$ cat src/rtl/ritd_pkg.sv
// -----------------------------------------------------------------------------
// ritd_pkg
// Codes, register numbers and helpers for the RAM, I/O and timer device.
// -----------------------------------------------------------------------------
package ritd_pkg;

  typedef enum logic [1:0] {
    ACT_READ  = 2'd0,
    ACT_WRITE = 2'd1,
    ACT_TICK  = 2'd2
  } action_e;

  localparam int unsigned RegW = 5;
  localparam int unsigned PreW = 11;

  localparam logic [RegW-1:0] REG_PA_DATA = 5'h00;
  localparam logic [RegW-1:0] REG_PA_DIR  = 5'h01;
  localparam logic [RegW-1:0] REG_PB_DATA = 5'h02;
  localparam logic [RegW-1:0] REG_PB_DIR  = 5'h03;
  localparam logic [RegW-1:0] REG_TIMER   = 5'h04;
  localparam logic [RegW-1:0] REG_STATUS  = 5'h05;
  localparam logic [RegW-1:0] REG_LOAD1   = 5'h14;
  localparam logic [RegW-1:0] REG_LOAD8   = 5'h15;
  localparam logic [RegW-1:0] REG_LOAD64  = 5'h16;
  localparam logic [RegW-1:0] REG_LOAD1K  = 5'h17;

  localparam logic [7:0] UNMAPPED_BYTE = 8'hFF;

  // Prescale period in ticks for each select code.
  function automatic logic [PreW-1:0] prescale_period(logic [1:0] sel);
    logic [PreW-1:0] p;
    case (sel)
      2'd0:    p = 11'd1;
      2'd1:    p = 11'd8;
      2'd2:    p = 11'd64;
      default: p = 11'd1024;
    endcase
    return p;
  endfunction

  function automatic logic [7:0] mix_port(logic [7:0] latch, logic [7:0] dir,
                                          logic [7:0] pins);
    return (latch & dir) | (pins & ~dir);
  endfunction

endpackage

$ cat src/rtl/ram_io_timer_device_core.sv
// -----------------------------------------------------------------------------
// ram_io_timer_device_core
// Scratch RAM, two I/O ports and a prescaled down counter behind one
// transaction channel; every transaction returns one result.
// -----------------------------------------------------------------------------
// Pipeline: an accepted transaction moves through the middle stage, which waits for
//   the synchronous scratch RAM read, and then through the output register.
// Throughput: one transaction per cycle unless stalled; all state updates at accept.
// Reset: rst_ni clears state and valid bits at once; RAM entries read as zero until
//   written, tracked by one valid flip-flop per entry, so there is no clearing pass.
module ram_io_timer_device_core #(
  parameter int unsigned RAM_BYTES = 128
) (
  input  logic       clk_i,
  input  logic       rst_ni,
  input  logic       in_valid_i,
  output logic       in_stall_o,
  input  logic [1:0] action_i,
  input  logic [7:0] address_i,
  input  logic [7:0] write_data_i,
  input  logic [7:0] port_a_pins_i,
  input  logic [7:0] port_b_pins_i,
  output logic       out_valid_o,
  input  logic       out_stall_i,
  output logic [7:0] read_data_o,
  output logic [7:0] port_a_drive_o,
  output logic [7:0] port_b_drive_o,
  output logic       timer_irq_o
);
  import ritd_pkg::*;

  localparam int unsigned IdxW = $clog2(RAM_BYTES);
  localparam logic [7:0] RamBytes8 = 8'(RAM_BYTES);

  // Architectural state.
  logic [7:0]      pa_latch_q, pa_latch_d;
  logic [7:0]      pb_latch_q, pb_latch_d;
  logic [7:0]      pa_dir_q, pa_dir_d;
  logic [7:0]      pb_dir_q, pb_dir_d;
  logic [7:0]      timer_q, timer_d;
  logic [1:0]      presel_q, presel_d;
  logic [PreW-1:0] precnt_q, precnt_d;
  logic            running_q, running_d;
  logic            irq_q, irq_d;

  // Scratch RAM and its per-entry written flags.
  logic [7:0]           ram_mem [RAM_BYTES];
  logic [RAM_BYTES-1:0] ram_vld_q;
  logic [7:0]           ram_rdata_q;
  logic                 ram_rvld_q;

  // Middle stage, waiting for RAM read data.
  logic       s1_valid_q;
  logic       s1_is_ram_q;
  logic [7:0] s1_rd_q;
  logic [7:0] s1_pa_q, s1_pb_q;
  logic       s1_irq_q;

  // Output register.
  logic       out_valid_q;
  logic [7:0] out_rd_q, out_pa_q, out_pb_q;
  logic       out_irq_q;

  logic            in_accept, s1_move, out_take;
  action_e         act;
  logic            is_reg;
  logic [RegW-1:0] reg_sel;
  logic [7:0]      ram_idx8;
  logic [IdxW-1:0] ram_idx;
  logic            ram_rd_en, ram_wr_en;
  logic [7:0]      rd_d;
  logic [PreW-1:0] precnt_inc;
  logic [7:0]      s1_result;

  assign act     = action_e'(action_i);
  assign is_reg  = address_i[7];
  assign reg_sel = address_i[RegW-1:0];

  // The address is below twice the RAM size, so one subtract gives the modulo.
  assign ram_idx8 = (address_i >= RamBytes8) ? (address_i - RamBytes8) : address_i;
  assign ram_idx  = ram_idx8[IdxW-1:0];

  assign out_take   = out_valid_q && !out_stall_i;
  assign s1_move    = s1_valid_q && (!out_valid_q || !out_stall_i);
  assign in_stall_o = s1_valid_q && !s1_move;
  assign in_accept  = in_valid_i && !in_stall_o;

  assign ram_rd_en = in_accept && !is_reg && (act == ACT_READ);
  assign ram_wr_en = in_accept && !is_reg && (act == ACT_WRITE);

  assign precnt_inc = precnt_q + 1'b1;

  always_comb begin
    pa_latch_d = pa_latch_q;
    pb_latch_d = pb_latch_q;
    pa_dir_d   = pa_dir_q;
    pb_dir_d   = pb_dir_q;
    timer_d    = timer_q;
    presel_d   = presel_q;
    precnt_d   = precnt_q;
    running_d  = running_q;
    irq_d      = irq_q;
    rd_d       = '0;
    case (act)
      ACT_READ: begin
        if (is_reg) begin
          case (reg_sel)
            REG_PA_DATA: rd_d = mix_port(pa_latch_q, pa_dir_q, port_a_pins_i);
            REG_PA_DIR:  rd_d = pa_dir_q;
            REG_PB_DATA: rd_d = mix_port(pb_latch_q, pb_dir_q, port_b_pins_i);
            REG_PB_DIR:  rd_d = pb_dir_q;
            REG_TIMER:   rd_d = timer_q;
            REG_STATUS: begin
              rd_d  = timer_q;
              irq_d = 1'b0;
            end
            default:     rd_d = UNMAPPED_BYTE;
          endcase
        end
      end
      ACT_WRITE: begin
        if (is_reg) begin
          case (reg_sel)
            REG_PA_DATA: pa_latch_d = write_data_i;
            REG_PA_DIR:  pa_dir_d   = write_data_i;
            REG_PB_DATA: pb_latch_d = write_data_i;
            REG_PB_DIR:  pb_dir_d   = write_data_i;
            REG_LOAD1, REG_LOAD8, REG_LOAD64, REG_LOAD1K: begin
              presel_d  = reg_sel[1:0];
              timer_d   = write_data_i;
              precnt_d  = '0;
              running_d = 1'b1;
              irq_d     = 1'b0;
            end
            default: ;
          endcase
        end
      end
      ACT_TICK: begin
        if (running_q) begin
          if (precnt_inc >= prescale_period(presel_q)) begin
            precnt_d = '0;
            if (timer_q == 8'd0) begin
              irq_d   = 1'b1;
              timer_d = 8'hFF;
            end else begin
              timer_d = timer_q - 8'd1;
            end
          end else begin
            precnt_d = precnt_inc;
          end
        end
      end
      default: ;
    endcase
  end

  always_ff @(posedge clk_i or negedge rst_ni) begin
    if (!rst_ni) begin
      pa_latch_q <= '0;
      pb_latch_q <= '0;
      pa_dir_q   <= '0;
      pb_dir_q   <= '0;
      timer_q    <= '0;
      presel_q   <= '0;
      precnt_q   <= '0;
      running_q  <= 1'b0;
      irq_q      <= 1'b0;
    end else if (in_accept) begin
      pa_latch_q <= pa_latch_d;
      pb_latch_q <= pb_latch_d;
      pa_dir_q   <= pa_dir_d;
      pb_dir_q   <= pb_dir_d;
      timer_q    <= timer_d;
      presel_q   <= presel_d;
      precnt_q   <= precnt_d;
      running_q  <= running_d;
      irq_q      <= irq_d;
    end
  end

  // Each transaction touches the RAM at its accept edge, so a later read always
  // sees an earlier write without forwarding.
  always_ff @(posedge clk_i) begin
    if (ram_wr_en) begin
      ram_mem[ram_idx] <= write_data_i;
    end
  end

  always_ff @(posedge clk_i) begin
    if (ram_rd_en) begin
      ram_rdata_q <= ram_mem[ram_idx];
    end
  end

  always_ff @(posedge clk_i or negedge rst_ni) begin
    if (!rst_ni) begin
      ram_vld_q  <= '0;
      ram_rvld_q <= 1'b0;
    end else begin
      if (ram_wr_en) begin
        ram_vld_q[ram_idx] <= 1'b1;
      end
      if (ram_rd_en) begin
        ram_rvld_q <= ram_vld_q[ram_idx];
      end
    end
  end

  always_ff @(posedge clk_i or negedge rst_ni) begin
    if (!rst_ni) begin
      s1_valid_q <= 1'b0;
    end else if (in_accept) begin
      s1_valid_q <= 1'b1;
    end else if (s1_move) begin
      s1_valid_q <= 1'b0;
    end
  end

  always_ff @(posedge clk_i) begin
    if (in_accept) begin
      s1_is_ram_q <= ram_rd_en;
      s1_rd_q     <= rd_d;
      s1_pa_q     <= pa_latch_d & pa_dir_d;
      s1_pb_q     <= pb_latch_d & pb_dir_d;
      s1_irq_q    <= irq_d;
    end
  end

  assign s1_result = s1_is_ram_q ? (ram_rvld_q ? ram_rdata_q : 8'd0) : s1_rd_q;

  always_ff @(posedge clk_i or negedge rst_ni) begin
    if (!rst_ni) begin
      out_valid_q <= 1'b0;
    end else if (s1_move) begin
      out_valid_q <= 1'b1;
    end else if (out_take) begin
      out_valid_q <= 1'b0;
    end
  end

  always_ff @(posedge clk_i) begin
    if (s1_move) begin
      out_rd_q  <= s1_result;
      out_pa_q  <= s1_pa_q;
      out_pb_q  <= s1_pb_q;
      out_irq_q <= s1_irq_q;
    end
  end

  assign out_valid_o    = out_valid_q;
  assign read_data_o    = out_rd_q;
  assign port_a_drive_o = out_pa_q;
  assign port_b_drive_o = out_pb_q;
  assign timer_irq_o    = out_irq_q;

`ifndef SYNTHESIS
  // The input side only stalls when the middle stage is occupied and blocked.
  a_stall_needs_s1: assert property (@(posedge clk_i) disable iff (!rst_ni)
    in_stall_o |-> (s1_valid_q && out_valid_q && out_stall_i))
    else $error("input stalled without a blocked middle stage");

  // The prescaler count never reaches the selected period.
  a_precnt_range: assert property (@(posedge clk_i) disable iff (!rst_ni)
    precnt_q < prescale_period(presel_q))
    else $error("prescale count out of range");

  // A timer load clears the interrupt flag and starts the timer.
  a_load_clears_irq: assert property (@(posedge clk_i) disable iff (!rst_ni)
    (in_accept && is_reg && (act == ACT_WRITE)
     && (reg_sel[RegW-1:2] == REG_LOAD1[RegW-1:2]))
      |=> (!irq_q && running_q && (precnt_q == '0)))
    else $error("timer load did not restart the timer");

  // A held middle stage keeps its result for the next cycle.
  a_s1_hold: assert property (@(posedge clk_i) disable iff (!rst_ni)
    (s1_valid_q && !s1_move) |=> (s1_valid_q && $stable(s1_result)))
    else $error("stalled middle stage lost its data");
`endif

endmodule

$ cat config.mk
export PLATFORM = sky130hd
export DESIGN_NAME = ram_io_timer_device_core
export DESIGN_NICKNAME = d
export VERILOG_FILES = /design/src/rtl/ritd_pkg.sv /design/src/rtl/ram_io_timer_device_core.sv
export SDC_FILE = /design/constraint.sdc
export NUM_CORES = 1
export LEC_CHECK = 0
export BUFFER_PORTS_ARGS = -buffer_cell sky130_fd_sc_hd__buf_2
export CAP_MARGIN = 40
export CORE_MARGIN = 3
export CORE_UTILIZATION = 35
export DETAILED_ROUTE_END_ITERATION = 10
export SLEW_MARGIN = 20
export SYNTH_ARGS = -nofsm -noshare
export SYNTH_HDL_FRONTEND = slang
export SYNTH_SLANG_ARGS = --single-unit
$ cat constraint.sdc
create_clock -name clk_i -period 6.45 [get_ports clk_i]
set_clock_uncertainty 0.2 [all_clocks]
set_input_delay 0.9675 -clock clk_i [delete_from_list [all_inputs] [get_ports clk_i]]
set_output_delay 0.9675 -clock clk_i [all_outputs]
set_load 0.01 [all_outputs]
Yosys cells after proc, flatten, opt, wreduce, memory -nomap -nowiden. Memories as Yosys holds them, arrays and structs flattened. A register that Yosys moved wholly into a read port is not among the register bits. Index checks and enable logic that the tools add are counted.

Output and inout bits: 27. Bits of input ports: 38. Bits in read-only memories: 0. Bits in latches: 0. Register bits after elaboration: 237. Logic and storage cells: 133. Memories kept: 1. Bits in writable memories: 1024.

Shifts and indexed selects: 0. Bitwise logic cells: 11. $mul: 0. Add/sub/neg operators: 3. Eq/ne operators: 17. Reductions and logical operators: 27. Order comparisons: 4. Divide/modulo/power cells: 0. Multiplexer cells: 48.

Memories: ram_mem (depth 128, bits a word 8, rd ports 1, clocked after Yosys merged registers in 1, wr ports 1, line ram_io_timer_device_core.sv:47) `logic [7:0] ram_mem [RAM_BYTES];`.

Operator list (count): 8-bit 2-to-1 mux (19); 128-bit bitwise OR (1); 11-bit 2-to-1 mux (6); 8-bit bitwise AND (6); 8-bit one-hot mux with 5 select lines (1); 11-bit one-hot mux with 3 select lines (1); 11-bit one-hot mux with 2 select lines (1); 5-bit == test, second input constant (4); 8-bit NOT (2); 8-bit bitwise OR (2); 8-bit one-hot mux with 2 select lines (1); 1-bit 2-to-1 mux (15); 11-bit by 1-bit adder with 11-bit output, second input constant (1); 11-bit >= comparator (1); 5-bit by 2-bit == test with 1-bit output, second input constant (2); 5-bit by 3-bit == test with 1-bit output, second input constant (2); 8-bit >= comparator, second input constant (1); 1-bit logical AND (8); 8-bit logical NOT (1); 7-bit by 8-bit < comparator with 1-bit output, second input constant (1); 8-bit by 1-bit subtractor with 8-bit output, second input constant (1); 1-bit binary-select mux with 7-bit select (1); 1-bit demux with 7-bit select (1); 7-bit by 1-bit >= comparator with 1-bit output, second input constant (1); 19 further kinds (30).

Depth between registers and ports, before layout. Gate-level depths: netlist (run 1).

Depth in word-level cells: 11. Gate-level depth with buffers: 11. Mapped depth without buffers: 9.

Least setup slack after synthesis (run 1). No wires, ideal clock.

Path kind: input-to-reg. From: input port out_stall_i. To: register out_pa_q[0] (netlist: port_a_drive_o[0]), enable pin. Library setup time: 446 ps. Slack: 2983 ps. Data arrival time: 2822 ps. Required time: 5804 ps. Stages on the path: 1. Buffers on the path: 0. Cell sequence: a21boi_0.

Word-level cells in the longest chain between the ends: 3.

RTL lines: start, declared (line ram_io_timer_device_core.sv:24) `input logic out_stall_i,`; 1-bit logical NOT (line ram_io_timer_device_core.sv:84) `assign s1_move = s1_valid_q && (!out_valid_q || !out_stall_i);`; 1-bit logical OR (line ram_io_timer_device_core.sv:84); 1-bit logical AND (line ram_io_timer_device_core.sv:84); end signal, assigned (line ram_io_timer_device_core.sv:245) `out_pa_q <= s1_pa_q;`; end, declared (line ram_io_timer_device_core.sv:61) `logic [7:0] out_rd_q, out_pa_q, out_pb_q;`.

Every way passes these cells. A chain may end at the register's enable or synchronous reset.

Worst setup path in the final report (run 1).
From: register out_valid_q (netlist: out_valid_o). To: memory ram_mem[30][5], enable pin.

Word-level cells in the longest chain between the ends: 11.

RTL lines: start, declared (line ram_io_timer_device_core.sv:60) `logic out_valid_q;`; start signal, assigned (line ram_io_timer_device_core.sv:234) `out_valid_q <= 1'b0;`; start signal, assigned (line ram_io_timer_device_core.sv:236) `out_valid_q <= 1'b1;`; start signal, assigned (line ram_io_timer_device_core.sv:238) `out_valid_q <= 1'b0;`; 1-bit logical NOT (line ram_io_timer_device_core.sv:84); 1-bit logical OR (line ram_io_timer_device_core.sv:84); 1-bit logical AND (line ram_io_timer_device_core.sv:84); 1-bit logical NOT (line ram_io_timer_device_core.sv:85) `assign in_stall_o = s1_valid_q && !s1_move;`; 1-bit logical AND (line ram_io_timer_device_core.sv:85); 1-bit logical NOT (line ram_io_timer_device_core.sv:86) `assign in_accept = in_valid_i && !in_stall_o;`; 1-bit logical AND (line ram_io_timer_device_core.sv:86); 1-bit logical AND (2 in series) (line ram_io_timer_device_core.sv:89) `assign ram_wr_en = in_accept && !is_reg && (act == ACT_WRITE);`; 1-bit 2-to-1 mux (line ram_io_timer_device_core.sv:185) `if (ram_wr_en) begin`; 1-bit 2-to-1 mux (implied by the code) (line ram_io_timer_device_core.sv:186) `ram_mem[ram_idx] <= write_data_i;`; end, declared (line ram_io_timer_device_core.sv:47).

Every way passes these cells.

==> impl_metrics.json, run 1 <==
{
  "avgSynthCellArea_um2": 18.6,
  "synth.cell_area_um2": 50700,
  "insertion_delay_ns": 0.74,
  "vias_per_cell": 5.50,
  "drive_above_1_share": 0.244,
  "p_leak_nw": 19.3,
  "ys_ff_latch": 1269,
  "grt_pass1_vias": 26786,
  "holdWs_ns": 0.217,
  "die-area_um2": 149000,
  "core_um2": 144000,
  "dr.pass1.iters": 8,
  "grt_max_degree": 143,
  "period_minus_slack_ns": 4.30,
  "ctsLongestPathBuffers": 3,
  "rrSetupSlack_ns": 2.15,
  "tightest_slew_ns": 1.01,
  "grt_first_pass_wirelength_mm": 192,
  "grt_usage": 0.172,
  "cts_setup_buffers": 0,
  "area_delta_synth_final_pct": 14.4,
  "hold_viol": 0,
  "stdcell_area_um2": 58000,
  "crit_end": "ram_mem[30][5]",
  "cp-startpoint": "out_valid_o",
  "syn-instance-count": 2719,
  "cts_resized": 0,
  "report.final.slew_viol_count": 0,
  "place_congestion": 0.818,
  "ys.warnings.count": 0,
  "setup_tns_ns": 0,
  "syn_nets": 2764,
  "hpwl_mm": 81.6,
  "cts_buffers": 133,
  "hold_buffers": 1,
  "drc_errors": 0,
  "max_slew_margin": 0.328,
  "worst_slack_ns": 2.15,
  "synth_top_area_share": 0.641,
  "yosysSeqAreaShare": 0.733,
  "die_w_um": 387,
  "grt_overflow": 0,
  "rsz0062_at_grt": "no",
  "cts_tree": "done",
  "nFillCells": 12791,
  "rr_startpoint": "out_valid_o",
  "pre_cts_ws_ns": 1.57,
  "cp-start-kind": "flip-flop",
  "initial_core_util": 0.353,
  "total_power_mw": 17.5,
  "wl_per_cell_um": 26.7,
  "cts_max_level": 4,
  "vias": 26828,
  "hold_path_class": "reg2reg",
  "ys.flop_type": "edfxtp_1",
  "timing.fmax_ghz": 0.233,
  "finalCritPeriodShare": 0.667,
  "max-cap-violations": 0,
  "reg2regPathDepth": 9,
  "place_area_um2": 53500,
  "synthTopCellsByArea": "edfxtp_1, mux4_2, dfrtp_1, o21bai_1, nor2_1",
  "async_flop_share": 0.147,
  "ir_drop_uv": 202,
  "powerDensity_nw_per_um2": 302,
  "clkSinkCount": 1269,
  "antenna_found_initial": 2,
  "status": "completed",
  "criticalPathCategory": "reg2reg",
  "final_cell_mix": "edfxtp_1, mux4_2, nor2_1",
  "rows": 139,
  "nets": 2911,
  "drtIter0Drc": 3110,
  "crit_arrival_ns": 4.45,
  "path_clk_slew_ns": 0.06,
  "io_buffers": 64,
  "r2r-end": "ram_mem[30][5]",
  "endpoint_kind": "flip-flop",
  "ant_nets": 0,
  "worstPathRequired_ns": 6.60,
  "totalWireLength_mm": 131,
  "synth_largest_area_cell": "edfxtp_1",
  "cts_root_buf": "clkbuf_16",
  "report.final.setup_viol": 0,
  "final_common_cell": "edfxtp_1",
  "pin_count": 65,
  "synth_edf_count": 1083,
  "die_h_um": 387,
  "critPathMaxFanout": 16,
  "ys_types": 66
}
-- critical path, stage by stage (launching register included) --
cell	delay, ns
dfrtp_1	0.42
nand3_1	0.14
inv_1	0.07
nor4b_1	0.56
buf_2	0.28
buf_4	0.13
nand2_1	0.17
nor2_1	0.50
nand3_1	0.64
nor2_1	0.81
-- stage by stage --
stage,utilization,cells
global route,0.404,4878
global placement,0.370,4573
finish,0.404,4880
CTS,0.402,4842
floorplan,-,2719
detailed placement,0.372,4597
-- cell type report --
| cell class | instances | area (µm²) | share of cell area |
|---|---|---|---|
| clock buffers | 184 | 3710 | 0.0639 |
| clock inverters | 60 | 523 | 0.00901 |
| well taps | 1903 | 2380 | 0.0410 |
| inverters | 24 | 90.1 | 0.00155 |
| flip-flops and latches | 1269 | 37200 | 0.641 |
| repair buffers | 186 | 1540 | 0.0265 |
| diodes | 2 | 5.00 | 0.0000863 |
| multi-input cells | 1252 | 12600 | 0.217 |
-- sequential cells by signal, indices dropped and copies added, names as in the netlist, 2 cells and up --
| name | cells |
|---|---|
| read_data_o | 8 |
| ram_mem | 1024 |
| s1_rd_q | 8 |
| precnt_q | 11 |
| pa_latch_q | 8 |
| port_a_drive_o | 8 |
| pb_dir_q | 8 |
| ram_rdata_q | 8 |
| pb_latch_q | 8 |
| timer_q | 8 |
| ram_vld_q | 128 |
| port_b_drive_o | 8 |
| s1_pa_q | 8 |
| s1_pb_q | 8 |
| pa_dir_q | 8 |
| presel_q | 2 |
-- cells in the mapped netlist (5+ instances only) --
master,instances
edfxtp_1,1083
mux4_2,288
nor2_1,212
dfrtp_1,186
o21bai_1,124
mux2i_1,77
clkbuf_1,73
a21oi_1,68
nand2_1,67
buf_2,63
o21ai_0,53
mux2_2,46
o22ai_1,37
nor3_1,32
nand3_1,29
inv_1,23
nor2b_1,21
a211oi_1,18
buf_4,17
o221ai_1,17
nand2b_1,16
a22oi_1,13
buf_1,13
a31oi_1,9
or2_2,9
and3_1,8
buf_6,8
nor4_1,8
o2111ai_1,8
and2_1,7
ha_1,7
or3_1,7
nand4_1,6
o31ai_1,6
a22o_1,5
nand3b_1,5
-- cell families after synthesis --
| group | count (synthesis) | synth area share |
|---|---|---|
| AO/OA/AOI/OAI | 388 | 0.0519 |
| XOR/XNOR | 5 | 0.000864 |
| adder cells (fa/ha/maj) | 7 | 0.00173 |
| buffers and inverters | 198 | 0.0187 |
| flip-flops | 1269 | 0.733 |
| multiplexers | 411 | 0.153 |
| AND/OR/NAND/NOR | 441 | 0.0403 |
-- layer usage --
layer	global-route usage	vias up	wire length (µm)
met3	0.0350	207	10100
met1	0.249	14244	56300
met4	0.0520	0	3780
met2	0.265	1117	60300
li1	-	11260	-
met5	0	-	0
-- report_power, final --
group / switching, mW / leakage, nW / internal (mW) / total (mW)
registers: 0.0678 / 12.3 / 9.00 / 9.07
clock network: 3.15 / 2.08 / 4.31 / 7.47
logic: 0.643 / 4.96 / 0.343 / 0.985
total: 3.86 / 19.3 / 13.7 / 17.5
-- how the worst min path moves through the flow --
stage | cells past startpoint | end | start | slack (ns)
finish | 0 | port_b_drive_o[7] | s1_pb_q[7] | 0.22
floorplan | 0 | port_a_drive_o[0] | s1_pa_q[0] | 0.20
global placement | 0 | port_a_drive_o[3] | s1_pa_q[3] | 0.20
CTS | 0 | port_a_drive_o[5] | s1_pa_q[5] | 0.22
detailed placement | 0 | port_a_drive_o[0] | s1_pa_q[0] | 0.21
global route | 0 | port_a_drive_o[5] | s1_pa_q[5] | 0.22
Note: power is estimated with default switching activity, not from simulation.
==> run 2: changes to the inputs <==
==> constraint.sdc (replaced) <==
create_clock -name clk_i -period 4.15 [get_ports clk_i]
set_clock_uncertainty 0.2 [all_clocks]
set_input_delay 0.6225 -clock clk_i [delete_from_list [all_inputs] [get_ports clk_i]]
set_output_delay 0.6225 -clock clk_i [all_outputs]
set_load 0.01 [all_outputs]
==> run 2 against run 1 <==
Final area up 2.7%. Register-to-register slack worse by 1.2 ns. Worst hold slack worse by 0.17 ns. Wire length up 1.7%. Final cell count up 3.7%. Sequential power up 55%. Critical path type is now in2reg. Non-clock buffer count up 182. Utilization up 1.1 points. Clock power up 57%.
==> impl_metrics.json, run 2 (same netlist as run 1, synthesis figures left out) <==
{
  "core_um2": 144000,
  "final_cell_mix": "edfxtp_1, mux4_2, buf_4",
  "top_regs": "ram_mem (1024), ram_vld_q (128), precnt_q (11)",
  "area_delta_synth_final_pct": 17.6,
  "rows": 139,
  "drtIter0Drc": 2723,
  "grt_usage": 0.178,
  "grt_overflow": 0,
  "totalWireLength_mm": 133,
  "grt_pass1_vias": 27593,
  "nets": 3093,
  "cts_tree": "done",
  "drive_above_1_share": 0.288,
  "criticalPathCategory": "in2reg",
  "die_h_um": 387,
  "die-area_um2": 149000,
  "timing.fmax_ghz": 0.299,
  "final_common_cell": "edfxtp_1",
  "rrSetupSlack_ns": 0.90,
  "report.final.setup_viol": 0,
  "antenna_found_initial": 4,
  "grt_max_degree": 136,
  "tightest_slew_ns": 0.807,
  "largest_reg_flops": 1024,
  "setup_tns_ns": 0,
  "cts_root_buf": "clkbuf_16",
  "crit_arrival_ns": 3.58,
  "pin_count": 65,
  "cp-start-kind": "primary input",
  "clkSinkCount": 1269,
  "powerDensity_nw_per_um2": 460,
  "dr.pass1.iters": 5,
  "vias": 27423,
  "ant_nets": 0,
  "cts_max_level": 4,
  "hold_viol": 0,
  "place_area_um2": 55200,
  "period_minus_slack_ns": 3.34,
  "critPathMaxFanout": 9,
  "ir_drop_uv": 355,
  "grt_first_pass_wirelength_mm": 196,
  "vias_per_cell": 5.42,
  "report.final.slew_viol_count": 0,
  "status": "completed",
  "cts_buffers": 133,
  "p_leak_nw": 20.4,
  "final_util": 0.415,
  "regMostFlops": "ram_mem",
  "ctsLongestPathBuffers": 3,
  "wl_per_cell_um": 26.2,
  "path_clk_slew_ns": 0.06,
  "hpwl_mm": 84.1,
  "stdcell_area_um2": 59600,
  "finalCritPeriodShare": 0.805,
  "cts_resized": 0,
  "die_w_um": 387,
  "insertion_delay_ns": 0.74,
  "drc_errors": 0,
  "max_slew_margin": 0.462,
  "holdWs_ns": 0.0427,
  "place_congestion": 0.854,
  "initial_core_util": 0.353,
  "hold_path_class": "in2reg",
  "rsz0062_at_grt": "no",
  "endpoint_kind": "flip-flop",
  "worstPathRequired_ns": 4.39,
  "max-cap-violations": 0,
  "io_buffers": 64
}
## run 2: cell types whose count changed in the layout (fill, tap and decap cells not counted), moves of 4 or more
cell      change
clkinv_1      +5
buf_16        -4
buf_4       +166
buf_12       +18
clkbuf_1     -11
## run 2: cell type report
type / count / area (µm²)
Fill cell: 12736 / 84000
Timing Repair Buffer: 368 / 3050
Multi-Input combinational cell: 1252 / 12600
Tap cell: 1903 / 2380
Sequential cell: 1269 / 37200
Inverter: 24 / 90.1
Clock inverter: 70 / 631
Clock buffer: 173 / 3680
Antenna cell: 3 / 7.51
## run 2: final timing paths
check | startpoint | endpoint | cells past startpoint
worst min-delay path | write_data_i[6] | ram_mem[43][6] | 1
min in group asynchronous | rst_ni | precnt_q[6] | 2
max in group asynchronous | rst_ni | pb_latch_q[2] | 3
worst max register to register | out_valid_o | ram_mem[124][4] | 10
worst min register to register | s1_pb_q[1] | port_b_drive_o[1] | 0
worst max-delay path | out_stall_i | ram_mem[124][4] | 12
## run 2: power by group
group / switching [mW] / internal [mW]
Combinational: 1.02 / 0.586
Clock: 4.91 / 6.83
Sequential: 0.102 / 14.0
Total: 6.03 / 21.4
## run 2: metrics by stage
step | total power, mW | std cells | worst slack, ns
finish | 27.4 | 5062 | 0.808
floorplan | 15.1 | 2719 | 1.03
CTS | 27.7 | 5056 | 0.855
global placement | 15.9 | 4805 | 0.0417
global route | 28.3 | 5059 | 0.697
detailed placement | 16.0 | 4809 | 0.249
## run 2: critical path, cell delays in order
cell and delay, ns:
dlygate4sd3_1 0.53, buf_2 0.14, nand3_1 0.10, inv_1 0.07
nor4b_1 0.24, buf_4 0.22, nand2_1 0.18, buf_4 0.21
nor2_1 0.32, nand3_1 0.43, nor2_1 0.32, buf_4 0.19
## run 2: layer usage
layer | vias to the layer above | wire length, µm | global-route usage
li1 | 11641 | - | -
met1 | 14567 | 58500 | 0.257
met2 | 1027 | 61400 | 0.272
met3 | 186 | 9000 | 0.0328
met4 | 2 | 3800 | 0.0574
met5 | - | 8 | 0
## run 2: what timing repair did
item | CTS | global route
hold endpoints to repair | 67 | 0
hold buffers | 4 | 0
buffers inserted | 0 | 0
